## src/acc_step_pkg.sv

```systemverilog
// ----------------------------------------------------------------------------
// acc_step_pkg
// Shared types and constants for the accelerometer step detector.
// ----------------------------------------------------------------------------
package acc_step_pkg;

    // Field widths
    localparam int ADC_BITS = 12;
    localparam int MAG_W    = 13;
    localparam int STEP_W   = 16;
    localparam int CFG_W    = 7;
    localparam int SUM_W    = 19;
    localparam int THR_W    = 20;

    // Stream data widths, rounded up to whole bytes
    localparam int IN_DATA_W  = ((3 * ADC_BITS + 7) / 8) * 8;
    localparam int OUT_DATA_W = ((MAG_W + STEP_W + 1 + 7) / 8) * 8;

    localparam int MAX_WINDOW_DEF = 64;

    localparam logic [CFG_W-1:0] WINDOW_LEN_RST = CFG_W'(10);
    localparam logic [CFG_W-1:0] CAL_LEN_RST    = CFG_W'(10);

    localparam logic [SUM_W-1:0] SUM_MAX = {SUM_W{1'b1}};
    localparam logic [THR_W-1:0] THR_MAX = {THR_W{1'b1}};

    typedef enum logic [0:0] {
        REG_WINDOW_LEN = 1'b0,
        REG_CAL_LEN    = 1'b1
    } cfg_reg_t;

    typedef enum logic [1:0] {
        ST_IDLE,
        ST_SQUARE,
        ST_ROOT,
        ST_FINISH
    } state_t;

endpackage

```

## src/accel_window_step_detector_top.sv

```systemverilog
// ----------------------------------------------------------------------------
// accel_window_step_detector_top
// Accelerometer magnitude and windowed step detector, bit-serial datapath.
// ----------------------------------------------------------------------------
// Usage:
//   s_* carries one sample request (x, y, z); m_* returns one result per
//   sample. cfg_we/cfg_addr/cfg_wdata write window_len (0) and cal_len (1),
//   and the user must do so while the block is idle; it is not enforced.
// Timing:
//   The sum of squares is built by a shift-and-add multiplier, one multiplier
//   bit of each axis per cycle, then a restoring square root takes two
//   radicand bits per cycle, then the finish state updates calibration /
//   window state and loads the output register. A new sample is accepted
//   only once the block is back in idle.
// Reset:
//   rst_n resets all calibration, window and step state; registers return to
//   window_len = 10, cal_len = 10.
// Stall:
//   A new sample is taken while the last result waits in the output register;
//   the finish cycle holds until that register is free.
// ----------------------------------------------------------------------------
module accel_window_step_detector_top
    import acc_step_pkg::*;
#(
    parameter int MAX_WINDOW = MAX_WINDOW_DEF
)
(
    input  logic                  clk,
    input  logic                  rst_n,

    input  logic                  cfg_we,
    input  logic [0:0]            cfg_addr,
    input  logic [CFG_W-1:0]      cfg_wdata,

    input  logic                  s_tvalid,
    output logic                  s_tready,
    // accel_x, accel_y, accel_z, zero pad
    input  logic [IN_DATA_W-1:0]  s_tdata,

    output logic                  m_tvalid,
    input  logic                  m_tready,
    // magnitude, step_total, step_seen, zero pad
    output logic [OUT_DATA_W-1:0] m_tdata,
    // window_closed
    output logic                  m_tlast,
    // calibrating
    output logic                  m_tuser
);

    localparam int SQ_W   = 2 * ADC_BITS;
    localparam int RAD_W  = SQ_W + 2;
    localparam int ROOT_W = RAD_W / 2;
    localparam int REM_W  = ROOT_W + 2;
    localparam int CNT_W  = $clog2(ROOT_W);
    localparam int PW     = $clog2(MAX_WINDOW + 1);
    localparam int CW     = (PW > CFG_W) ? PW : CFG_W;
    localparam int PROD_W = CFG_W + 1 + MAG_W;

    localparam logic [CNT_W-1:0] SQ_LAST   = CNT_W'(ADC_BITS - 1);
    localparam logic [CNT_W-1:0] ROOT_LAST = CNT_W'(ROOT_W - 1);
    localparam logic [CW-1:0]    WIN_MAX   = CW'(MAX_WINDOW);

    // ------------------------------------------------------------------
    // Registers
    // ------------------------------------------------------------------
    state_t state_reg, state_next;

    logic [CFG_W-1:0]    window_len_reg;
    logic [CFG_W-1:0]    cal_len_reg;

    logic [CNT_W-1:0]    cnt_reg;
    logic [SQ_W-1:0]     mcand_x_reg, mcand_y_reg, mcand_z_reg;
    logic [ADC_BITS-1:0] mplier_x_reg, mplier_y_reg, mplier_z_reg;
    logic [RAD_W-1:0]    acc_reg;
    logic [REM_W-1:0]    rem_reg;
    logic [ROOT_W-1:0]   root_reg;

    logic [MAG_W-1:0]    cal_min_reg, cal_max_reg;
    logic [CFG_W-1:0]    cal_seen_reg;
    logic [THR_W-1:0]    step_threshold_reg;
    logic [SUM_W-1:0]    window_sum_reg, previous_sum_reg;
    logic [PW-1:0]       window_pos_reg;
    logic [STEP_W-1:0]   step_count_reg;

    logic                out_valid_reg;
    logic [MAG_W-1:0]    out_mag_reg;
    logic [STEP_W-1:0]   out_steps_reg;
    logic                out_seen_reg, out_closed_reg, out_cal_reg;

    // ------------------------------------------------------------------
    // Control
    // ------------------------------------------------------------------
    logic accept, sq_en, root_en, finish, commit, last_iter;

    assign accept = s_tvalid && s_tready;
    assign commit = finish && (!out_valid_reg || m_tready);

    always_comb
    begin
        state_next = state_reg;
        unique case (state_reg)
            ST_IDLE:
            begin
                if (s_tvalid)
                    state_next = ST_SQUARE;
            end
            ST_SQUARE:
            begin
                if (cnt_reg == SQ_LAST)
                    state_next = ST_ROOT;
            end
            ST_ROOT:
            begin
                if (cnt_reg == ROOT_LAST)
                    state_next = ST_FINISH;
            end
            ST_FINISH:
            begin
                if (!out_valid_reg || m_tready)
                    state_next = ST_IDLE;
            end
            default: state_next = ST_IDLE;
        endcase
    end

    always_comb
    begin
        s_tready  = 1'b0;
        sq_en     = 1'b0;
        root_en   = 1'b0;
        finish    = 1'b0;
        last_iter = 1'b0;
        unique case (state_reg)
            ST_IDLE:   s_tready = 1'b1;
            ST_SQUARE:
            begin
                sq_en     = 1'b1;
                last_iter = (cnt_reg == SQ_LAST);
            end
            ST_ROOT:   root_en = 1'b1;
            ST_FINISH: finish = 1'b1;
            default:   s_tready = 1'b0;
        endcase
    end

    always_ff @(posedge clk or negedge rst_n)
    begin
        if (!rst_n)
            state_reg <= ST_IDLE;
        else
            state_reg <= state_next;
    end

    // ------------------------------------------------------------------
    // Configuration
    // ------------------------------------------------------------------
    always_ff @(posedge clk or negedge rst_n)
    begin
        if (!rst_n)
        begin
            window_len_reg <= WINDOW_LEN_RST;
            cal_len_reg    <= CAL_LEN_RST;
        end
        else if (cfg_we)
        begin
            unique case (cfg_reg_t'(cfg_addr))
                REG_WINDOW_LEN: window_len_reg <= cfg_wdata;
                REG_CAL_LEN:    cal_len_reg    <= cfg_wdata;
                default:        window_len_reg <= window_len_reg;
            endcase
        end
    end

    // ------------------------------------------------------------------
    // Bit-serial sum of squares and square root
    // ------------------------------------------------------------------
    logic [RAD_W-1:0]  acc_next;
    logic [REM_W-1:0]  rem_shift, trial, rem_next;
    logic [ROOT_W-1:0] root_next;

    always_comb
    begin
        acc_next = acc_reg
                 + (mplier_x_reg[0] ? RAD_W'(mcand_x_reg) : '0)
                 + (mplier_y_reg[0] ? RAD_W'(mcand_y_reg) : '0)
                 + (mplier_z_reg[0] ? RAD_W'(mcand_z_reg) : '0);
    end

    // restoring root: bring in two radicand bits, try (root << 2) | 1
    always_comb
    begin
        rem_shift = {rem_reg[REM_W-3:0], acc_reg[RAD_W-1 -: 2]};
        trial     = {root_reg, 2'b01};
        if (rem_shift >= trial)
        begin
            rem_next  = rem_shift - trial;
            root_next = {root_reg[ROOT_W-2:0], 1'b1};
        end
        else
        begin
            rem_next  = rem_shift;
            root_next = {root_reg[ROOT_W-2:0], 1'b0};
        end
    end

    always_ff @(posedge clk)
    begin
        if (accept)
        begin
            mcand_x_reg  <= SQ_W'(s_tdata[ADC_BITS-1:0]);
            mcand_y_reg  <= SQ_W'(s_tdata[2*ADC_BITS-1:ADC_BITS]);
            mcand_z_reg  <= SQ_W'(s_tdata[3*ADC_BITS-1:2*ADC_BITS]);
            mplier_x_reg <= s_tdata[ADC_BITS-1:0];
            mplier_y_reg <= s_tdata[2*ADC_BITS-1:ADC_BITS];
            mplier_z_reg <= s_tdata[3*ADC_BITS-1:2*ADC_BITS];
            acc_reg      <= '0;
            rem_reg      <= '0;
            root_reg     <= '0;
            cnt_reg      <= '0;
        end
        else if (sq_en)
        begin
            mcand_x_reg  <= {mcand_x_reg[SQ_W-2:0], 1'b0};
            mcand_y_reg  <= {mcand_y_reg[SQ_W-2:0], 1'b0};
            mcand_z_reg  <= {mcand_z_reg[SQ_W-2:0], 1'b0};
            mplier_x_reg <= {1'b0, mplier_x_reg[ADC_BITS-1:1]};
            mplier_y_reg <= {1'b0, mplier_y_reg[ADC_BITS-1:1]};
            mplier_z_reg <= {1'b0, mplier_z_reg[ADC_BITS-1:1]};
            acc_reg      <= acc_next;
            cnt_reg      <= last_iter ? '0 : cnt_reg + 1'b1;
        end
        else if (root_en)
        begin
            acc_reg  <= {acc_reg[RAD_W-3:0], 2'b00};
            rem_reg  <= rem_next;
            root_reg <= root_next;
            cnt_reg  <= cnt_reg + 1'b1;
        end
    end

    // ------------------------------------------------------------------
    // Calibration and window update
    // ------------------------------------------------------------------
    logic [MAG_W-1:0]  mag;
    logic [CFG_W-1:0]  cal_len_eff;
    logic              cal_phase;
    logic [MAG_W-1:0]  cal_min_next, cal_max_next, cal_diff;
    logic [CFG_W-1:0]  cal_seen_next;
    logic              cal_done;
    logic [PROD_W-1:0] thr_prod;
    logic [THR_W-1:0]  thr_sat;
    logic [CW-1:0]     win_eff, wl_ext;
    logic [SUM_W:0]    sum_wide;
    logic [SUM_W-1:0]  sum_sat;
    logic [PW-1:0]     pos_inc;
    logic              win_closed;
    logic              step_hit;

    assign mag = root_reg[MAG_W-1:0];

    always_comb
    begin
        cal_len_eff   = (cal_len_reg == '0) ? CFG_W'(1) : cal_len_reg;
        cal_phase     = (cal_seen_reg < cal_len_eff);
        cal_min_next  = (mag < cal_min_reg) ? mag : cal_min_reg;
        cal_max_next  = (mag > cal_max_reg) ? mag : cal_max_reg;
        cal_seen_next = cal_seen_reg + 1'b1;
        cal_done      = (cal_seen_next >= cal_len_eff);
        cal_diff      = (cal_max_next >= cal_min_next) ? (cal_max_next - cal_min_next) : '0;
        thr_prod      = PROD_W'({window_len_reg, 1'b0}) * PROD_W'(cal_diff);
        thr_sat       = (thr_prod > PROD_W'(THR_MAX)) ? THR_MAX : thr_prod[THR_W-1:0];

        wl_ext = CW'(window_len_reg);
        if (wl_ext == '0)
            win_eff = CW'(1);
        else if (wl_ext > WIN_MAX)
            win_eff = WIN_MAX;
        else
            win_eff = wl_ext;

        sum_wide   = {1'b0, window_sum_reg} + (SUM_W+1)'(mag);
        sum_sat    = sum_wide[SUM_W] ? SUM_MAX : sum_wide[SUM_W-1:0];
        pos_inc    = window_pos_reg + 1'b1;
        win_closed = (CW'(pos_inc) >= win_eff);
        step_hit   = ((THR_W+1)'(previous_sum_reg)
                      > ((THR_W+1)'(sum_sat) + (THR_W+1)'(step_threshold_reg)));
    end

    always_ff @(posedge clk or negedge rst_n)
    begin
        if (!rst_n)
        begin
            cal_min_reg        <= '1;
            cal_max_reg        <= '0;
            cal_seen_reg       <= '0;
            step_threshold_reg <= '0;
            window_sum_reg     <= '0;
            previous_sum_reg   <= '0;
            window_pos_reg     <= '0;
            step_count_reg     <= '0;
        end
        else if (commit)
        begin
            if (cal_phase)
            begin
                cal_min_reg  <= cal_min_next;
                cal_max_reg  <= cal_max_next;
                cal_seen_reg <= cal_seen_next;
                if (cal_done)
                    step_threshold_reg <= thr_sat;
            end
            else if (win_closed)
            begin
                if (step_hit)
                    step_count_reg <= step_count_reg + 1'b1;
                previous_sum_reg <= sum_sat;
                window_sum_reg   <= '0;
                window_pos_reg   <= '0;
            end
            else
            begin
                window_sum_reg <= sum_sat;
                window_pos_reg <= pos_inc;
            end
        end
    end

    // ------------------------------------------------------------------
    // Output register
    // ------------------------------------------------------------------
    always_ff @(posedge clk or negedge rst_n)
    begin
        if (!rst_n)
            out_valid_reg <= 1'b0;
        else if (commit)
            out_valid_reg <= 1'b1;
        else if (m_tready)
            out_valid_reg <= 1'b0;
    end

    always_ff @(posedge clk)
    begin
        if (commit)
        begin
            out_mag_reg    <= mag;
            out_cal_reg    <= cal_phase;
            out_closed_reg <= !cal_phase && win_closed;
            out_seen_reg   <= !cal_phase && win_closed && step_hit;
            out_steps_reg  <= (!cal_phase && win_closed && step_hit)
                              ? step_count_reg + 1'b1 : step_count_reg;
        end
    end

    assign m_tvalid = out_valid_reg;
    assign m_tdata  = OUT_DATA_W'({out_seen_reg, out_steps_reg, out_mag_reg});
    assign m_tlast  = out_closed_reg;
    assign m_tuser  = out_cal_reg;

endmodule
```

## config.mk

```make
export PLATFORM = sky130hd
export DESIGN_NAME = accel_window_step_detector_top
export DESIGN_NICKNAME = d
export VERILOG_FILES = /design/src/acc_step_pkg.sv /design/src/accel_window_step_detector_top.sv
export SDC_FILE = /design/constraint.sdc
export NUM_CORES = 1
export LEC_CHECK = 0
export ABC_AREA = 1
export BUFFER_PORTS_ARGS = -buffer_cell sky130_fd_sc_hd__buf_2
export CAP_MARGIN = 15
export CORE_UTILIZATION = 64
export DETAILED_ROUTE_END_ITERATION = 12
export GPL_ROUTABILITY_DRIVEN = 0
export PLACE_DENSITY_LB_ADDON = 0.3
export SETUP_SLACK_MARGIN = 0.4
export SYNTH_ARGS = -nofsm -noshare
export SYNTH_HDL_FRONTEND = slang
export SYNTH_SLANG_ARGS = --single-unit
```

## constraint.sdc

```tcl
create_clock -name clk -period 9.38 [get_ports clk]
set_clock_uncertainty 0.15 [all_clocks]
set_input_delay 1.407 -clock clk [delete_from_list [all_inputs] [get_ports clk]]
set_output_delay 1.407 -clock clk [all_outputs]
set_load 0.01 [all_outputs]
```

==> impl_metrics.ini, run 1 <==
[routing]
drt_wl_total_microns = 55830
drtIter0Drc = 1691
dr.pass1.iters = 7
ant_nets = 0
num_vias = 19840
drc = 0
wl_per_cell_microns = 16.00
via_per_inst = 5.685

[timing]
setup_viol = 0
finalCritPeriodShare_pct = 89.84
fin_setup_tns_ps = 0
hold_viol_final = 0
finalMaxSlewViolations = 0
rsz0062_at_grt = no
fin_ws_ps = 953.5
maxSlewHeadroom_pct = 28.09
min_period_ps = 8427
tightestPinTransition_ps = 1077
fmax_mhz = 118.7

[critical_path]
cp.required_ps = 9640
worstSetupPathType = reg2reg
cp-start-kind = flop
crit_buf_inv = 5
cp_common_cell = nand2_1
slowest_delay_ps = 560
end_kind = flop
crit_family = adder cells
crit_fanout = 25
worstPathArrival_ps = 8680
cp_slowest_cell = fa_1

[yosys]
muxShareOfSynthArea_pct = 0
ys_async_sr_fraction_pct = 40.06
synthFlopType = dfrtp_1
yosys-top-cells-count = nand2_1 (791), inv_1 (386), o21ai_0 (245), nor2_1 (235), ha_1 (197)
synthXorXnorAreaFrac_pct = 3.329
synth_top_area_share_pct = 13.34
netlist_area_sq_um = 23410
synth-edff-count = 104
synth-simple-area-share_pct = 21.34
yosysWarnings = 0
yosys_register_bits = 327
yosysMostFrequentCell = nand2_1
syn-instance-count = 2960
synth_top_cell_by_area = edfxtp_1
synth_top_family_by_area = simple AND/OR/NAND/NOR gates
synth_compound_area_share_pct = 12.47
synth_area_per_cell_sq_um = 7.910
netlist_top_cells_area = edfxtp_1 (13%), nand2_1 (13%), dfrtp_1 (12%), ha_1 (11%), fa_1 (9.0%)
yosysSeqAreaShare_pct = 35.30
synth.distinct_cells = 56
synthAdderAreaFrac_pct = 19.51

[global_route]
grt_antenna_before_repair = 0
grt_pass1_vias = 19840
overflow = 0
grtUsageTotal_pct = 30.35
grt_pass1_wl_microns = 94030
grt_max_degree = 94

[floorplan]
die_w_microns = 193.3
dieArea_sq_um = 37350
die_y_microns = 193.3
core_sq_um = 35740
boundaryPins = 89
start_util_pct = 65.50
rows = 69

[flow_run]
maxCapViolCount = 0

[min_path]
min_path_type = reg2reg

[cells_and_area]
syn_to_final_growth_pct = 8.278
largest_reg_flops = 26
drive_above_1_share_pct = 7.329
n_antenna_cell = 0
fin_nets = 3359

[clock_network]
clk_pin_slew_ps = 60
clock_latency_ps = 540
post_cts_buffers = 0
cts_tree = done
htreeDepth = 2
root_buffer = clkbuf_16
clk_path_buf_depth = 3
numCtsBuffers = 36
clock-sinks = 327

[run_status]
status = complete, no violations

[place]
pre_cts_slack_ps = 771.9
port_buffers = 82
hpwl_microns = 41240
==> worst paths after layout <==
check,start,endpoint,slack [ps],cells after the start
min in group asynchronous,rst_n,step_threshold_reg[18],710,1
setup / recovery,mag[4],step_threshold_reg[2],950,39
setup reg to reg,mag[4],step_threshold_reg[2],950,39
max in group asynchronous,rst_n,window_sum_reg[17],7010,2
hold reg to reg,rem_reg[11],rem_reg[11],320,2
hold / removal,rem_reg[11],rem_reg[11],320,2
==> worst reg2reg max path, delay by kind of cell (launching register included) <==
kind | cells | cell delay, ps
buffers and inverters | 5 | 370
AOI/OAI and AO/OA | 7 | 1430
DFF | 1 | 450
and+or+nand+nor | 20 | 2610
adders and majority gates | 7 | 3300
==> layer usage <==
layer,part of all wire [%],routed length (microns),global-route usage (%)
met4,4.3,2406,13.01
met2,49,27320,53.34
met5,0,0,0
met1,41,22980,37.35
met3,5.6,3124,4.306
==> cell type report <==
type	instances	area [sq um]
well taps	461	576.8
multi-input cells	2144	13300
repair buffers	101	559.3
inverters	394	1479
clock inverters	16	183.9
clock buffers	47	983.4
fillers	2741	10390
flip-flops and latches	327	8264
==> repair_timing <==
action / in CTS / in global routing
gates resized for setup: 0 / 4
hold endpoints to repair: 0 / 0
hold buffers: 0 / 0
setup endpoints to repair: 0 / 19
==> stage by stage <==
step / hold WS, ps / util [%] / cell area, sq um / instances
after floorplan: 284.2 / - / 23420 / 2961
after global placement: 314.7 / 67.60 / 24160 / 3427
after detailed placement: 313.8 / 67.60 / 24160 / 3427
after CTS: 322.8 / 70.87 / 25330 / 3490
after global routing: 352.7 / 70.93 / 25350 / 3490
final: 323.7 / 70.93 / 25350 / 3490
==> cells by family after synthesis <==
| group | count (synthesis) |
|---|---|
| flops | 327 |
| xor+xnor | 89 |
| simple gates | 1216 |
| other cells | 1 |
| buf+inv | 490 |
| fa+ha+maj | 302 |
| compound gates | 535 |
==> layout by cell type (no fill, tap or decap), types with 6 or more instances in the layout <==
master     Yosys  layout
buf_2          5      81
a211oi_1       9       9
nand4_1       27      27
o22ai_1        8       8
edfxtp_1     104     104
a31oi_1       17      17
nand2_2       10      10
or2_2         13      13
fa_1         105     105
a21oi_1      190     190
nor2_1       235     233
nand2_1      791     789
nand3_2        6       6
xor2_1        61      61
inv_1        386     386
dfstp_2       17      17
o21ai_0      245     245
clkbuf_16      0      37
o211ai_1      14      14
ha_1         197     197
o21bai_1       9       8
dfxtp_1       92      92
nor4_1         7       7
a21boi_0       8       8
a22o_1         8       8
clkinv_1       6      11
nor2_2         7       9
clkbuf_1      82       8
nor3_1        17      17
buf_4          3      19
o21a_1         6       6
dfrtp_1      114     114
xnor2_1       28      28
nand3_1       86      86
Power of run 1 is not shown: default switching activity piles up to over one toggle a cycle in this logic, so the estimate is an artifact.
==> run 2, diff against run 1 <==
--- a/config.mk
+++ b/config.mk
@@ -5,7 +5,6 @@
 export SDC_FILE = /design/constraint.sdc
 export NUM_CORES = 1
 export LEC_CHECK = 0
-export ABC_AREA = 1
 export BUFFER_PORTS_ARGS = -buffer_cell sky130_fd_sc_hd__buf_2
 export CAP_MARGIN = 15
 export CORE_UTILIZATION = 64
==> impl_metrics.ini, run 2 <==
[timing]
rsz0062_at_grt = no
maxSlewHeadroom_pct = 23.82
finalCritPeriodShare_pct = 94.50
tightestPinTransition_ps = 1143
min_period_ps = 8864
hold_viol_final = 0
finalMaxSlewViolations = 0
setup_viol = 0
fin_ws_ps = 516.3
fmax_mhz = 112.8
fin_setup_tns_ps = 0

[global_route]
grt_pass1_vias = 18260
grt_max_degree = 100
grtUsageTotal_pct = 31.28
grt_antenna_before_repair = 1
overflow = 0
grt_pass1_wl_microns = 91560

[clock_network]
numCtsBuffers = 37
clock-sinks = 327
clk_pin_slew_ps = 60
clk_path_buf_depth = 3
htreeDepth = 2
clock_latency_ps = 580
root_buffer = clkbuf_16
postCtsHoldBufs = 0
cts_tree = done

[critical_path]
worstSetupStartpoint = cal_min_reg[4]
end_kind = flop
cp-start-kind = flop
cp_common_cell = fa_1
crit_buf_inv = 8
slowest_delay_ps = 550
cp.required_ps = 9650
worstPathArrival_ps = 9130
crit_fanout = 5
r2r_start = cal_min_reg[4]
worstSetupPathType = reg2reg
crit_family = adder cells
cp_slowest_cell = dfstp_2

[yosys]
yosys_register_bits = 327
syn-instance-count = 2427
synth.distinct_cells = 81
synth_top_cell_by_area = edfxtp_1
netlist_area_sq_um = 23090
netlist_top_cells_area = edfxtp_1 (14%), dfrtp_1 (12%), ha_1 (11%), fa_1 (9.1%), dfxtp_1 (8.0%)
synth_area_per_cell_sq_um = 9.512
yosysSeqAreaShare_pct = 35.80
synth_top_area_share_pct = 13.53
ys_async_sr_fraction_pct = 40.06
synth-edff-count = 104
yosys-top-cells-count = nand2_1 (271), ha_1 (197), nor2_1 (182), inv_1 (173), o21ai_0 (141)
synthFlopType = dfrtp_1
yosysWarnings = 0
yosysMostFrequentCell = nand2_1

[floorplan]
boundaryPins = 89
rows = 69
die_w_microns = 191.9
dieArea_sq_um = 36840
start_util_pct = 64.90
die_y_microns = 191.9
core_sq_um = 35570

[cells_and_area]
fin_nets = 2882
seq_area_sq_um = 8268
final_cell_mix = nand2_1 (269), ha_1 (186), nor2_1 (180)
multi_input_area_sq_um = 14190
fillCellCount = 2467
syn_to_final_growth_pct = 12.61
drive_above_1_share_pct = 13.54
largest_reg_flops = 26
postLayoutCoreUtil_pct = 73.09
final_cell_area_sq_um = 26000
final_common_cell = nand2_1

[routing]
drt_wl_total_microns = 57150
wl_per_cell_microns = 18.94
dr.pass1.iters = 5
ant_nets = 0
drtIter0Drc = 1519
via_per_inst = 6.161
num_vias = 18590
drc = 0

[run_status]
status = complete, no violations

[place]
port_buffers = 82
pre_cts_slack_ps = -67.38
post_dp_cell_area_sq_um = 24050
hpwl_microns = 39440

[flow_run]
maxCapViolCount = 0

[min_path]
holdCritStartpoint = mcand_z_reg[23]
min_path_type = reg2reg
run 2: timing repair:
action | CTS | global route
buffers inserted | 12 | 18
pin swaps | 11 | 24
setup endpoints to repair | 20 | 20
gates resized for setup | 21 | 66
cloned | 1 | 3
run 2: worst paths after layout:
path                                          endpoint  cells after the start  slack [ps]
worst min register to register         mcand_z_reg[23]                      2         340
max in group asynchronous               cal_len_reg[4]                      2        7100
worst max register to register  step_threshold_reg[19]                     40         520
worst max-delay path            step_threshold_reg[19]                     40         520
worst min-delay path                   mcand_z_reg[23]                      2         340
min in group asynchronous               cal_max_reg[2]                      1         750
run 2: cells by family (layout without fill, tap and decap cells):
group	after synthesis	after routing	synth area share, %
fa+ha+maj	303	303	19.83
xor+xnor	126	126	4.780
simple gates	791	792	16.45
other cells	1	3	0.01624
compound gates	502	503	13.87
buf+inv	273	398	4.596
flops	327	327	35.80
mux	104	104	4.656
run 2: layout make-up:
class | instances | area share (%)
antenna | 1 | 0.009626
clock inverter | 17 | 0.7797
tap | 461 | 2.219
inverter | 174 | 2.512
timing repair buffer | 157 | 3.899
sequential | 327 | 31.80
clock buffer | 50 | 4.182
multi-input combinational | 1830 | 54.59
run 2: routing by layer:
metal	track usage, %	up-vias	wire [microns]
met4	12.64	0	1947
met3	4.678	142	4246
met2	49.47	755	26540
met1	43.17	9042	24410
li1	-	8650	-
met5	0	-	0
run 2: metrics by stage:
| step | hold slack [ps] | std cells |
|---|---|---|
| 6_report | 335.1 | 3017 |
| 5_1_grt | 361.0 | 3016 |
| 4_1_cts | 343.3 | 2995 |
| 3_5_place_dp | 328.3 | 2915 |
| 3_3_place_gp | 317.0 | 2915 |
| 2_1_floorplan | 299.8 | 2428 |
run 2: worst register-to-register path, delay by kind of cell, from the launching register on:
kind | cells | cell delay (ps)
AOI/OAI and AO/OA | 12 | 2000
xor gates and xnor gates | 2 | 380
adders and majority gates | 9 | 3330
buffers and inverters | 8 | 880
DFF | 1 | 550
and+or+nand+nor | 9 | 1490
Power of run 2 is left out for the same reason.
